## src/rtl/core/spr_pkg.sv

```systemverilog
`timescale 1ns / 1ps

package spr_pkg;

    // Field widths
    localparam int POS_W  = 32;
    localparam int YAW_W  = 16;
    localparam int TRIG_W = 16;
    localparam int STEP_W = 10;

    // CORDIC datapath, signed Q2.30 with headroom
    localparam int XY_W = 34;
    localparam int Z_W  = 32;
    localparam int ATAN_LEN = 24;
    localparam logic signed [XY_W-1:0] CORDIC_GAIN = XY_W'(652032875);

    // Multiply-accumulate datapath
    localparam int PROD_W = POS_W + TRIG_W;
    localparam int DIFF_W = POS_W + 1;
    localparam int ACC_W  = 50;

    // Accumulator targets
    localparam logic [1:0] SEL_RES_X = 2'd0;
    localparam logic [1:0] SEL_RES_Y = 2'd1;
    localparam logic [1:0] SEL_YAW_X = 2'd2;
    localparam logic [1:0] SEL_YAW_Y = 2'd3;

    localparam int MAC_OPS = 8;

    typedef struct packed {
        logic       coef_sin;  // 1: sine operand, 0: cosine operand
        logic       data_ry;   // 1: rel_y operand, 0: rel_x operand
        logic       neg;       // subtract the product
        logic       first;     // start a new sum from its base
        logic       last;      // sum complete after this product
        logic [1:0] sel;       // target output
    } t_mac_op;

    typedef struct packed {
        logic signed [TRIG_W-1:0] cos_v;
        logic signed [TRIG_W-1:0] sin_v;
    } t_trig;

    // Arctangent of 2^-i in units of 2^32 per turn
    function automatic logic signed [Z_W-1:0] atan_lut(input logic [4:0] idx);
        logic signed [Z_W-1:0] v;
        case (idx)
            5'd0:  v = 32'sd536870912;
            5'd1:  v = 32'sd316933406;
            5'd2:  v = 32'sd167458907;
            5'd3:  v = 32'sd85004756;
            5'd4:  v = 32'sd42667331;
            5'd5:  v = 32'sd21354465;
            5'd6:  v = 32'sd10679838;
            5'd7:  v = 32'sd5340245;
            5'd8:  v = 32'sd2670163;
            5'd9:  v = 32'sd1335087;
            5'd10: v = 32'sd667544;
            5'd11: v = 32'sd333772;
            5'd12: v = 32'sd166886;
            5'd13: v = 32'sd83443;
            5'd14: v = 32'sd41722;
            5'd15: v = 32'sd20861;
            5'd16: v = 32'sd10430;
            5'd17: v = 32'sd5215;
            5'd18: v = 32'sd2608;
            5'd19: v = 32'sd1304;
            5'd20: v = 32'sd652;
            5'd21: v = 32'sd326;
            5'd22: v = 32'sd163;
            5'd23: v = 32'sd81;
            default: v = '0;
        endcase
        return v;
    endfunction

    // Product schedule: two products per output sum
    function automatic t_mac_op mac_op(input logic [2:0] k);
        t_mac_op op;
        unique case (k)
            3'd0: op = '{coef_sin: 1'b0, data_ry: 1'b0, neg: 1'b1, first: 1'b1, last: 1'b0,
                         sel: SEL_RES_X};
            3'd1: op = '{coef_sin: 1'b1, data_ry: 1'b1, neg: 1'b0, first: 1'b0, last: 1'b1,
                         sel: SEL_RES_X};
            3'd2: op = '{coef_sin: 1'b1, data_ry: 1'b0, neg: 1'b1, first: 1'b1, last: 1'b0,
                         sel: SEL_RES_Y};
            3'd3: op = '{coef_sin: 1'b0, data_ry: 1'b1, neg: 1'b1, first: 1'b0, last: 1'b1,
                         sel: SEL_RES_Y};
            3'd4: op = '{coef_sin: 1'b1, data_ry: 1'b0, neg: 1'b0, first: 1'b1, last: 1'b0,
                         sel: SEL_YAW_X};
            3'd5: op = '{coef_sin: 1'b0, data_ry: 1'b1, neg: 1'b0, first: 1'b0, last: 1'b1,
                         sel: SEL_YAW_X};
            3'd6: op = '{coef_sin: 1'b1, data_ry: 1'b1, neg: 1'b0, first: 1'b1, last: 1'b0,
                         sel: SEL_YAW_Y};
            3'd7: op = '{coef_sin: 1'b0, data_ry: 1'b0, neg: 1'b1, first: 1'b0, last: 1'b1,
                         sel: SEL_YAW_Y};
            default: op = '0;
        endcase
        return op;
    endfunction

endpackage

```

## src/rtl/core/spr_cordic.sv

```systemverilog
`timescale 1ns / 1ps

module spr_cordic #(
    parameter int CORDIC_STEPS = 16
) (
    input  logic                          i_clk,
    input  logic                          i_rst_n,
    input  logic                          i_start,
    input  logic [spr_pkg::YAW_W-1:0]     i_yaw,
    output logic                          o_done,
    output spr_pkg::t_trig                o_trig
);
    import spr_pkg::*;

    localparam int CNT_W = (CORDIC_STEPS > 1) ? $clog2(CORDIC_STEPS) : 1;
    localparam logic [CNT_W-1:0] LAST_I = CNT_W'(CORDIC_STEPS - 1);
    localparam logic signed [XY_W:0] Q_MAX = (XY_W+1)'(16384);
    localparam logic signed [XY_W:0] Q_MIN = -(XY_W+1)'(16384);

    logic [YAW_W:0]           w_fold;
    logic signed [13:0]       w_resid;
    logic signed [XY_W-1:0]   w_dx, w_dy, n_x, n_y;
    logic signed [Z_W-1:0]    w_at, n_z;
    logic signed [TRIG_W-1:0] w_c, w_s;

    logic                   r_busy, r_fin, r_done;
    logic [CNT_W-1:0]       r_i;
    logic [1:0]             r_q;
    logic signed [XY_W-1:0] r_x, r_y;
    logic signed [Z_W-1:0]  r_z;
    t_trig                  r_trig;

    // Round Q2.30 to Q1.14 and clamp to one.
    function automatic logic signed [TRIG_W-1:0] rnd_q14(input logic signed [XY_W-1:0] v);
        logic signed [XY_W:0] t;
        t = (XY_W+1)'(v) + (XY_W+1)'(32768);
        t = t >>> 16;
        if (t > Q_MAX) begin
            t = Q_MAX;
        end else if (t < Q_MIN) begin
            t = Q_MIN;
        end
        return TRIG_W'(t);
    endfunction

    // Fold the angle to the quadrant nearest zero.
    assign w_fold  = (YAW_W+1)'(i_yaw) + (YAW_W+1)'(8192);
    assign w_resid = {~w_fold[13], w_fold[12:0]};

    always_comb begin
        w_dx = r_y >>> r_i;
        w_dy = r_x >>> r_i;
        w_at = atan_lut(5'(r_i));
        if (!r_z[Z_W-1]) begin
            n_x = r_x - w_dx;
            n_y = r_y + w_dy;
            n_z = r_z - w_at;
        end else begin
            n_x = r_x + w_dx;
            n_y = r_y - w_dy;
            n_z = r_z + w_at;
        end
    end

    assign w_c = rnd_q14(r_x);
    assign w_s = rnd_q14(r_y);

    always_ff @(posedge i_clk) begin
        if (!i_rst_n) begin
            r_busy <= 1'b0;
            r_fin  <= 1'b0;
            r_done <= 1'b0;
            r_i    <= '0;
        end else begin
            r_fin  <= 1'b0;
            r_done <= r_fin;
            if (i_start) begin
                r_busy <= 1'b1;
                r_i    <= '0;
            end else if (r_busy) begin
                r_i <= r_i + 1'b1;
                if (r_i == LAST_I) begin
                    r_busy <= 1'b0;
                    r_fin  <= 1'b1;
                end
            end
        end
    end

    always_ff @(posedge i_clk) begin
        if (i_start) begin
            r_q <= w_fold[15:14];
            r_x <= CORDIC_GAIN;
            r_y <= '0;
            r_z <= {{(Z_W-30){w_resid[13]}}, w_resid, 16'h0000};
        end else if (r_busy) begin
            r_x <= n_x;
            r_y <= n_y;
            r_z <= n_z;
        end
        // Map the rotated pair back to its quadrant.
        if (r_fin) begin
            case (r_q)
                2'd1: begin
                    r_trig.cos_v <= -w_s;
                    r_trig.sin_v <= w_c;
                end
                2'd2: begin
                    r_trig.cos_v <= -w_c;
                    r_trig.sin_v <= -w_s;
                end
                2'd3: begin
                    r_trig.cos_v <= w_s;
                    r_trig.sin_v <= -w_c;
                end
                default: begin
                    r_trig.cos_v <= w_c;
                    r_trig.sin_v <= w_s;
                end
            endcase
        end
    end

    assign o_done = r_done;
    assign o_trig = r_trig;

endmodule

```

## src/rtl/core/spr_mac.sv

```systemverilog
`timescale 1ns / 1ps

module spr_mac (
    input  logic                                 i_clk,
    input  logic                                 i_rst_n,
    input  logic                                 i_op_vld,
    input  spr_pkg::t_mac_op                     i_op,
    input  logic signed [spr_pkg::TRIG_W-1:0]    i_coef,
    input  logic signed [spr_pkg::POS_W-1:0]     i_data,
    input  logic signed [spr_pkg::DIFF_W-1:0]    i_dx,
    input  logic signed [spr_pkg::DIFF_W-1:0]    i_dy,
    output logic                                 o_res_vld,
    output logic [1:0]                           o_res_sel,
    output logic signed [spr_pkg::POS_W-1:0]     o_res
);
    import spr_pkg::*;

    localparam logic signed [ACC_W-1:0] RND_HALF = ACC_W'(8192);
    localparam logic signed [ACC_W-15:0] SAT_MAX = (ACC_W-14)'(2147483647);
    localparam logic signed [ACC_W-15:0] SAT_MIN = -(ACC_W-14)'(2147483647) - (ACC_W-14)'(1);

    logic signed [ACC_W-1:0]  w_base, w_term, w_rnd;
    logic signed [ACC_W-15:0] w_shr;

    logic                     r_v1, r_v2, r_v3;
    t_mac_op                  r_op1;
    logic [1:0]               r_sel2, r_sel3;
    logic signed [PROD_W-1:0] r_p;
    logic signed [ACC_W-1:0]  r_acc;
    logic signed [POS_W-1:0]  r_res;

    // Open a sum from the position difference in Q16.30 (zero for the yaw terms), or continue it.
    always_comb begin
        if (r_op1.first) begin
            case (r_op1.sel)
                SEL_RES_X: w_base = ACC_W'(i_dx) <<< 14;
                SEL_RES_Y: w_base = ACC_W'(i_dy) <<< 14;
                default:   w_base = '0;
            endcase
        end else begin
            w_base = r_acc;
        end
        w_term = r_op1.neg ? -ACC_W'(r_p) : ACC_W'(r_p);
    end

    // Round once to Q16.16 and saturate.
    always_comb begin
        w_rnd = r_acc + RND_HALF;
        w_shr = (ACC_W-14)'(w_rnd >>> 14);
    end

    always_ff @(posedge i_clk) begin
        if (!i_rst_n) begin
            r_v1 <= 1'b0;
            r_v2 <= 1'b0;
            r_v3 <= 1'b0;
        end else begin
            r_v1 <= i_op_vld;
            r_v2 <= r_v1 & r_op1.last;
            r_v3 <= r_v2;
        end
    end

    always_ff @(posedge i_clk) begin
        r_p    <= i_coef * i_data;
        r_op1  <= i_op;
        if (r_v1) begin
            r_acc <= w_base + w_term;
        end
        r_sel2 <= r_op1.sel;
        r_sel3 <= r_sel2;
        if (w_shr > SAT_MAX) begin
            r_res <= POS_W'(SAT_MAX);
        end else if (w_shr < SAT_MIN) begin
            r_res <= POS_W'(SAT_MIN);
        end else begin
            r_res <= POS_W'(w_shr);
        end
    end

    assign o_res_vld = r_v3;
    assign o_res_sel = r_sel3;
    assign o_res     = r_res;

endmodule

```

## src/rtl/core/planar_step_pose_residual_core.sv

```systemverilog
`timescale 1ns / 1ps

// Channel   Dir  Width  Contents (lowest bits first)
// s_axis    in   144+1  tdata: step_x, step_y, step_yaw, rel_x, rel_y; tuser: first_step
// m_axis    out  176    tdata: step_index, residual_x, residual_y, yaw_term_x,
//                       yaw_term_y, cos_prev_yaw, sin_prev_yaw, zero fill
//
// A first step (or any step with no stored pose) is only stored and gives no result.
// Any other step holds s_axis_tready low while it runs CORDIC_STEPS iterations of the
// CORDIC rotator, rounds and hands over sin and cos, issues eight products through the
// one 16x32 multiplier, drains its three-stage accumulator and loads the output register.
// The result sits in an output register, so a stalled m_axis only blocks the
// following step once its own result is ready.
// Reset (synchronous, active low) discards the stored pose and clears the step count and m_axis_tvalid.

module planar_step_pose_residual_core #(
    parameter int CORDIC_STEPS = 16,
    parameter int MAX_STEPS    = 1024
) (
    input  logic         i_clk,
    input  logic         i_rst_n,
    input  logic         s_axis_tvalid,
    output logic         s_axis_tready,
    input  logic [143:0] s_axis_tdata,  // step_x, step_y, step_yaw, rel_x, rel_y
    input  logic [0:0]   s_axis_tuser,  // first_step
    output logic         m_axis_tvalid,
    input  logic         m_axis_tready,
    output logic [175:0] m_axis_tdata   // step_index, residual_x, residual_y, yaw_term_x,
                                        // yaw_term_y, cos_prev_yaw, sin_prev_yaw, 0
);
    import spr_pkg::*;

    localparam int CAP = (MAX_STEPS - 1 > 1023) ? 1023 : MAX_STEPS - 1;
    localparam logic [STEP_W-1:0] CAP_V = STEP_W'(CAP);

    typedef enum logic [3:0] {
        S_IDLE   = 4'b0001,
        S_CORDIC = 4'b0010,
        S_MAC    = 4'b0100,
        S_OUT    = 4'b1000
    } t_state;

    // Unpacked request fields
    logic                    w_first;
    logic signed [POS_W-1:0] w_step_x, w_step_y, w_rel_x, w_rel_y;
    logic [YAW_W-1:0]        w_step_yaw;

    logic w_accept, w_restart, w_start, w_load;

    t_state                   r_state;
    logic                     r_have_prev;
    logic [STEP_W-1:0]        r_count;
    logic signed [POS_W-1:0]  r_prev_x, r_prev_y;
    logic [YAW_W-1:0]         r_prev_yaw;
    logic signed [DIFF_W-1:0] r_dx, r_dy;
    logic signed [POS_W-1:0]  r_rx, r_ry;
    t_trig                    r_trig;
    logic [2:0]               r_k;
    logic                     r_k_done;
    logic signed [POS_W-1:0]  r_res_x, r_res_y, r_yaw_x, r_yaw_y;
    logic                     r_out_vld;
    logic [175:0]             r_out;

    logic                     w_cordic_done;
    t_trig                    w_trig;
    logic                     w_op_vld;
    t_mac_op                  w_op;
    logic signed [TRIG_W-1:0] w_coef;
    logic signed [POS_W-1:0]  w_data;
    logic                     w_res_vld;
    logic [1:0]               w_res_sel;
    logic signed [POS_W-1:0]  w_res;

    assign w_first    = s_axis_tuser[0];
    assign w_step_x   = s_axis_tdata[31:0];
    assign w_step_y   = s_axis_tdata[63:32];
    assign w_step_yaw = s_axis_tdata[79:64];
    assign w_rel_x    = s_axis_tdata[111:80];
    assign w_rel_y    = s_axis_tdata[143:112];

    assign s_axis_tready = (r_state == S_IDLE);
    assign w_accept      = s_axis_tvalid & s_axis_tready;
    // A new plan, or no stored pose yet: store only.
    assign w_restart     = w_first | ~r_have_prev;
    assign w_start       = w_accept & ~w_restart;
    // Move the finished result into the output register once it is free.
    assign w_load        = (r_state == S_OUT) & (~r_out_vld | m_axis_tready);

    spr_cordic #(
        .CORDIC_STEPS (CORDIC_STEPS)
    ) u_cordic (
        .i_clk   (i_clk),
        .i_rst_n (i_rst_n),
        .i_start (w_start),
        .i_yaw   (r_prev_yaw),
        .o_done  (w_cordic_done),
        .o_trig  (w_trig)
    );

    // Issue one product per cycle from the fixed schedule.
    assign w_op_vld = (r_state == S_MAC) & ~r_k_done;
    assign w_op     = mac_op(r_k);
    assign w_coef   = w_op.coef_sin ? r_trig.sin_v : r_trig.cos_v;
    assign w_data   = w_op.data_ry ? r_ry : r_rx;

    spr_mac u_mac (
        .i_clk     (i_clk),
        .i_rst_n   (i_rst_n),
        .i_op_vld  (w_op_vld),
        .i_op      (w_op),
        .i_coef    (w_coef),
        .i_data    (w_data),
        .i_dx      (r_dx),
        .i_dy      (r_dy),
        .o_res_vld (w_res_vld),
        .o_res_sel (w_res_sel),
        .o_res     (w_res)
    );

    // Control
    always_ff @(posedge i_clk) begin
        if (!i_rst_n) begin
            r_state     <= S_IDLE;
            r_have_prev <= 1'b0;
            r_count     <= '0;
            r_k         <= '0;
            r_k_done    <= 1'b0;
            r_out_vld   <= 1'b0;
        end else begin
            // Present a newly loaded result, or drop the one just taken.
            if (w_load) begin
                r_out_vld <= 1'b1;
            end else if (m_axis_tready) begin
                r_out_vld <= 1'b0;
            end
            unique case (r_state)
                S_IDLE: begin
                    if (w_accept) begin
                        r_have_prev <= 1'b1;
                        if (w_restart) begin
                            r_count <= '0;
                        end else begin
                            if (r_count < CAP_V) begin
                                r_count <= r_count + 1'b1;
                            end
                            r_state <= S_CORDIC;
                        end
                    end
                end
                S_CORDIC: begin
                    if (w_cordic_done) begin
                        r_k      <= '0;
                        r_k_done <= 1'b0;
                        r_state  <= S_MAC;
                    end
                end
                S_MAC: begin
                    if (!r_k_done) begin
                        r_k <= r_k + 1'b1;
                        if (r_k == 3'(MAC_OPS - 1)) begin
                            r_k_done <= 1'b1;
                        end
                    end
                    if (w_res_vld && w_res_sel == SEL_YAW_Y) begin
                        r_state <= S_OUT;
                    end
                end
                S_OUT: begin
                    if (w_load) begin
                        r_state <= S_IDLE;
                    end
                end
                default: r_state <= S_IDLE;
            endcase
        end
    end

    // Datapath
    always_ff @(posedge i_clk) begin
        if (w_accept) begin
            r_prev_x   <= w_step_x;
            r_prev_y   <= w_step_y;
            r_prev_yaw <= w_step_yaw;
            r_dx       <= DIFF_W'(w_step_x) - DIFF_W'(r_prev_x);
            r_dy       <= DIFF_W'(w_step_y) - DIFF_W'(r_prev_y);
            r_rx       <= w_rel_x;
            r_ry       <= w_rel_y;
        end
        if (r_state == S_CORDIC && w_cordic_done) begin
            r_trig <= w_trig;
        end
        if (w_res_vld) begin
            case (w_res_sel)
                SEL_RES_X: r_res_x <= w_res;
                SEL_RES_Y: r_res_y <= w_res;
                SEL_YAW_X: r_yaw_x <= w_res;
                default:   r_yaw_y <= w_res;
            endcase
        end
        if (w_load) begin
            r_out <= {6'b000000, r_trig.sin_v, r_trig.cos_v, r_yaw_y, r_yaw_x,
                      r_res_y, r_res_x, r_count};
        end
    end

    assign m_axis_tvalid = r_out_vld;
    assign m_axis_tdata  = r_out;

    // A trig result only arrives while the sequencer waits for it.
    a_cordic_in_state: assert property (@(posedge i_clk) disable iff (!i_rst_n)
        w_cordic_done |-> (r_state == S_CORDIC))
        else $error("trig result outside the rotation phase");

    // Finished sums only appear during the multiply phase.
    a_mac_in_state: assert property (@(posedge i_clk) disable iff (!i_rst_n)
        w_res_vld |-> (r_state == S_MAC))
        else $error("sum result outside the multiply phase");

    // The block does not take a request while a result is being assembled.
    a_no_accept_busy: assert property (@(posedge i_clk) disable iff (!i_rst_n)
        (r_state == S_MAC || r_state == S_OUT) |-> !s_axis_tready)
        else $error("request accepted while busy");

    // A load always presents a result in the next cycle.
    a_load_presents: assert property (@(posedge i_clk) disable iff (!i_rst_n)
        w_load |=> m_axis_tvalid)
        else $error("loaded result not presented");

    // Every result carries a step index between one and the cap.
    a_index_range: assert property (@(posedge i_clk) disable iff (!i_rst_n)
        m_axis_tvalid |-> (m_axis_tdata[9:0] != '0 && m_axis_tdata[9:0] <= CAP_V))
        else $error("step index out of range");

endmodule

```

## config.mk

```make
export PLATFORM = sky130hd
export DESIGN_NAME = planar_step_pose_residual_core
export DESIGN_NICKNAME = d
export VERILOG_FILES = /design/src/rtl/core/spr_pkg.sv /design/src/rtl/core/spr_cordic.sv /design/src/rtl/core/spr_mac.sv /design/src/rtl/core/planar_step_pose_residual_core.sv
export SDC_FILE = /design/constraint.sdc
export NUM_CORES = 2
export LEC_CHECK = 0
export ABC_AREA = 1
export BUFFER_PORTS_ARGS = -buffer_cell sky130_fd_sc_hd__clkbuf_2
export CAP_MARGIN = 20
export CORE_MARGIN = 2
export CORE_UTILIZATION = 55
export CTS_BUF_LIST = sky130_fd_sc_hd__clkbuf_4
export CTS_CLUSTER_DIAMETER = 80
export DETAILED_ROUTE_END_ITERATION = 10
export GPL_ROUTABILITY_DRIVEN = 0
export PLACE_DENSITY = 0.85
export SETUP_SLACK_MARGIN = 0.2
export SKIP_LAST_GASP = 1
export SLEW_MARGIN = 20
export SYNTH_ARGS = -nofsm -noshare
export SYNTH_HDL_FRONTEND = slang
export SYNTH_SLANG_ARGS = --single-unit
```

## constraint.sdc

```tcl
create_clock -name i_clk -period 8.7 [get_ports i_clk]
set_input_delay 0.87 -clock i_clk [delete_from_list [all_inputs] [get_ports i_clk]]
set_output_delay 0.87 -clock i_clk [all_outputs]
set_load 0.02 [all_outputs]
```

==> run summary <==
The synthesized design contains 880 register bits. In this run the mean area of a mapped cell was 8.38 µm². The number of cells produced by synthesis was 8059; the fraction of final layout cells sized beyond drive strength 1 was 9.91%. Counting flops with a built-in enable in the synthesized netlist gives 640. The root buffer cell was sky130_fd_sc_hd__clkbuf_4. The tools report the via count of the first global-routing pass as 59100. The tools report the type of element capturing the critical path as a flop. The run gives 9585 as the number of nets at the end of the flow. The final-report hold violation count is 0. By area the synthesized netlist is led by sky130_fd_sc_hd__edfxtp_1, sky130_fd_sc_hd__fa_1, sky130_fd_sc_hd__nand2_1. Before antenna repair, the detailed router went through 11 iterations.

For this configuration, the core starts out at a cell density of 55.5%. The master of the slowest instance on the critical path is sky130_fd_sc_hd__dfxtp_2. For the worst setup path, the data required time is 9.89 ns. TritonCTS built the clock tree. The top cell family by delay on the critical path was adder cells. The logs give 128 for the total number of placement rows and 7417 for the detailed router's first-iteration violation count.

Clock latency reported for the late side of the worst-skew pair: 1.31 ns. The detailed-placement wirelength estimate was 146000 µm; the max-cap check violation count was 0. For the post-route antenna net violation count, the log shows 0.

The flow ran to the end, but the final reports show violations. In the synthesized netlist the dominant register cell turns out to be sky130_fd_sc_hd__edfxtp_1. The critical path contains buffers and inverters numbering 5 combined.

The clock skew after layout came out at 0.0842 ns. The top cell types in the final layout, fill and taps aside, are sky130_fd_sc_hd__nand2_1, sky130_fd_sc_hd__inv_1, sky130_fd_sc_hd__nor2_1. The most common library cell in the layout ignoring fill and taps is sky130_fd_sc_hd__nand2_1. The total standard cell area after synthesis is 67500 µm², and the final worst-path cycle share is 93.8%. The average routed wire per standard cell was 19.1 µm; the share of the synthesized area in the top cell type was 28.5%.

At the pin with the least slew margin, the transition time is 1.25 ns. For the final routed DRC violation total, the log shows 1. The proportion of synthesized chip area in sequential cells was 35.6%; the maximum level of the CTS H-tree was 4.

The post-cts repair resize count was 0; the number of library cell types mapped by synthesis was 69. Signed area change from the synthesized netlist to the final layout: 11.6%. STA classifies the critical path startpoint as a flop. The first global-routing pass estimated 311000 µm of wire. Chip width: 354 µm. The worst register-to-register path has a setup slack of 0.54 ns. The max-slew violation count was 0; the final setup violation count was 0.

The tools report the total I/O pin count as 327. After clock tree synthesis, the clock-pin slew on the worst setup and hold paths is 0.07 ns. In this run the standard cell core region covers 122000 µm².

Type of the worst setup path: reg -> reg. Data arrives at the worst endpoint at 9.34 ns. After layout, the worst setup slack is 0.543 ns. For this run, the top clock speed supported by timing is 0.123 GHz. The final reports fail on design-rule violations. The synthesized design spends more area on one cell type than any other, namely sky130_fd_sc_hd__edfxtp_1. Summed over all layers, the routed wires come to 199000 µm. The worst slack at placement came out at 0.934 ns. The die covers 126000 µm². The run gives 9 as the initial antenna violation count.

The tree built by TritonCTS fans out to 880 sinks. The final critical delay including setup and external delays works out to 8.16 ns. Of all nets on the critical path, the largest fanout is 37.

The combined global-route utilization of all metal layers was 31.5%. The run gives 3 as the maximum number of buffers from clock root to sink. The delay of the slowest cell on the worst path was 0.74 ns.

The type of the tightest min-delay check is in -> reg. Counting flops with an async set or reset pin after synthesis yields a share of 0%. The count of input and output buffers was 320. In this run the vertical extent of the chip is 354 µm.

The run gives 216 as the total clock buffers created by CTS. Headroom to the max-slew limit came out at 16.0%. The logs give 0 for the number of warnings issued by yosys and 59900 for the count of vias placed by the detailed router.

The via count normalized by instance count came out at 5.75. Entering global routing, the biggest net connects 135 pins. Once the clock tree was built, the setup fixing pass inserted 0 buffers. Setup repair after global routing left no endpoint under its margin. The tools report the overflow left after global routing as 0. For the final sum of negative setup slack, the log shows 0 ns.
-- tightest hold or removal path, stage by stage --
cell                       delay (ns)
sky130_fd_sc_hd__clkbuf_2        0.09
sky130_fd_sc_hd__nor2_1          0.07
sky130_fd_sc_hd__inv_1           0.24
sky130_fd_sc_hd__a21oi_1         0.11
-- per-layer routing --
layer	global-route usage, %	wire length, µm	vias up
li1	-	-	27300
met1	37.2	70000	27700
met2	50.8	91100	3768
met3	9.52	23400	1080
met4	19.0	14400	12
met5	0.453	166	-
-- sequential cells by signal, summed over array words and instances, names as in the netlist, 33 cells and up --
| register | flops |
|---|---|
| m_axis_tdata | 170 |
| u_mac.r_acc | 50 |
| u_mac.r_p | 48 |
| u_cordic.r_x | 34 |
| u_cordic.r_y | 34 |
| r_dx | 33 |
| r_dy | 33 |
-- cell families after synthesis --
group	count (synthesis)	share of synthesized area, %
multiplexers	1	0.0148
adder cells (fa/ha/maj)	837	21.0
other	1	0.00556
buffers and inverters	1576	9.03
AO/OA/AOI/OAI	1096	9.06
XOR/XNOR	385	5.00
AND/OR/NAND/NOR	3283	20.3
flip-flops	880	35.6
-- repair_timing --
| action | CTS | global route |
|---|---|---|
| endpoints found under the setup margin | 0 | 0 |
| hold endpoints to repair | 150 | 0 |
| hold buffers | 147 | 0 |
-- path summary, 6_finish.rpt --
check                                                   to  cells past startpoint            start
worst max-delay path                 u_mac.r_p[47]$_DFF_P_                     26  w_op[5]$_DFF_P_
worst min-delay path            m_axis_tvalid$_SDFFE_PN0P_                      4    m_axis_tready
worst max register to register       u_mac.r_p[47]$_DFF_P_                     26  w_op[5]$_DFF_P_
worst min register to register      u_mac.r_op1[1]$_DFF_P_                      0  w_op[1]$_DFF_P_
-- synth_stat cells (11+ instances only) --
master                     count
sky130_fd_sc_hd__nor3_1       80
sky130_fd_sc_hd__or2_2        19
sky130_fd_sc_hd__dfxtp_1     240
sky130_fd_sc_hd__o211ai_1     54
sky130_fd_sc_hd__inv_1      1328
sky130_fd_sc_hd__o221ai_1     12
sky130_fd_sc_hd__nand4_1      68
sky130_fd_sc_hd__xor2_1      252
sky130_fd_sc_hd__xnor2_1     133
sky130_fd_sc_hd__ha_1        345
sky130_fd_sc_hd__a21oi_1     427
sky130_fd_sc_hd__o21a_1       21
sky130_fd_sc_hd__nand3_1     546
sky130_fd_sc_hd__a31oi_1      34
sky130_fd_sc_hd__nand2_2      13
sky130_fd_sc_hd__a21o_1       16
sky130_fd_sc_hd__o22ai_1      13
sky130_fd_sc_hd__buf_4        14
sky130_fd_sc_hd__o21ai_1      79
sky130_fd_sc_hd__o21bai_1     11
sky130_fd_sc_hd__nor4_1       38
sky130_fd_sc_hd__inv_2        17
sky130_fd_sc_hd__fa_1        492
sky130_fd_sc_hd__o21ai_0     356
sky130_fd_sc_hd__o31ai_1      16
sky130_fd_sc_hd__buf_1        20
sky130_fd_sc_hd__nand2_1    1691
sky130_fd_sc_hd__nor2_2       22
sky130_fd_sc_hd__clkinv_1     21
sky130_fd_sc_hd__buf_2        42
sky130_fd_sc_hd__nor2_1      768
sky130_fd_sc_hd__edfxtp_1    640
sky130_fd_sc_hd__clkbuf_1    123
-- final cells by class --
cell class	instances	area, µm²
Antenna cell	13	32.5
Inverter	1366	5140
Clock buffer	322	2420
Multi-Input combinational cell	5608	37500
Sequential cell	880	24000
Tap cell	1625	2030
Timing Repair Buffer	527	3560
Clock inverter	76	596
Fill cell	9740	46400
-- stage by stage --
stage               hold WS [ns]  area (µm²)  std cells  util [%]
finish                     0.137       75300      10400      61.9
global route               0.101       75300      10400      61.9
CTS                      0.00216       75200      10400      61.8
detailed placement         0.312       70800       9857      58.1
global placement           0.310       70700       9857      58.1
floorplan                  0.310       67500       8064         -
Power is not shown: default switching activity piles up to over one toggle a cycle in this logic, so the estimate is an artifact.
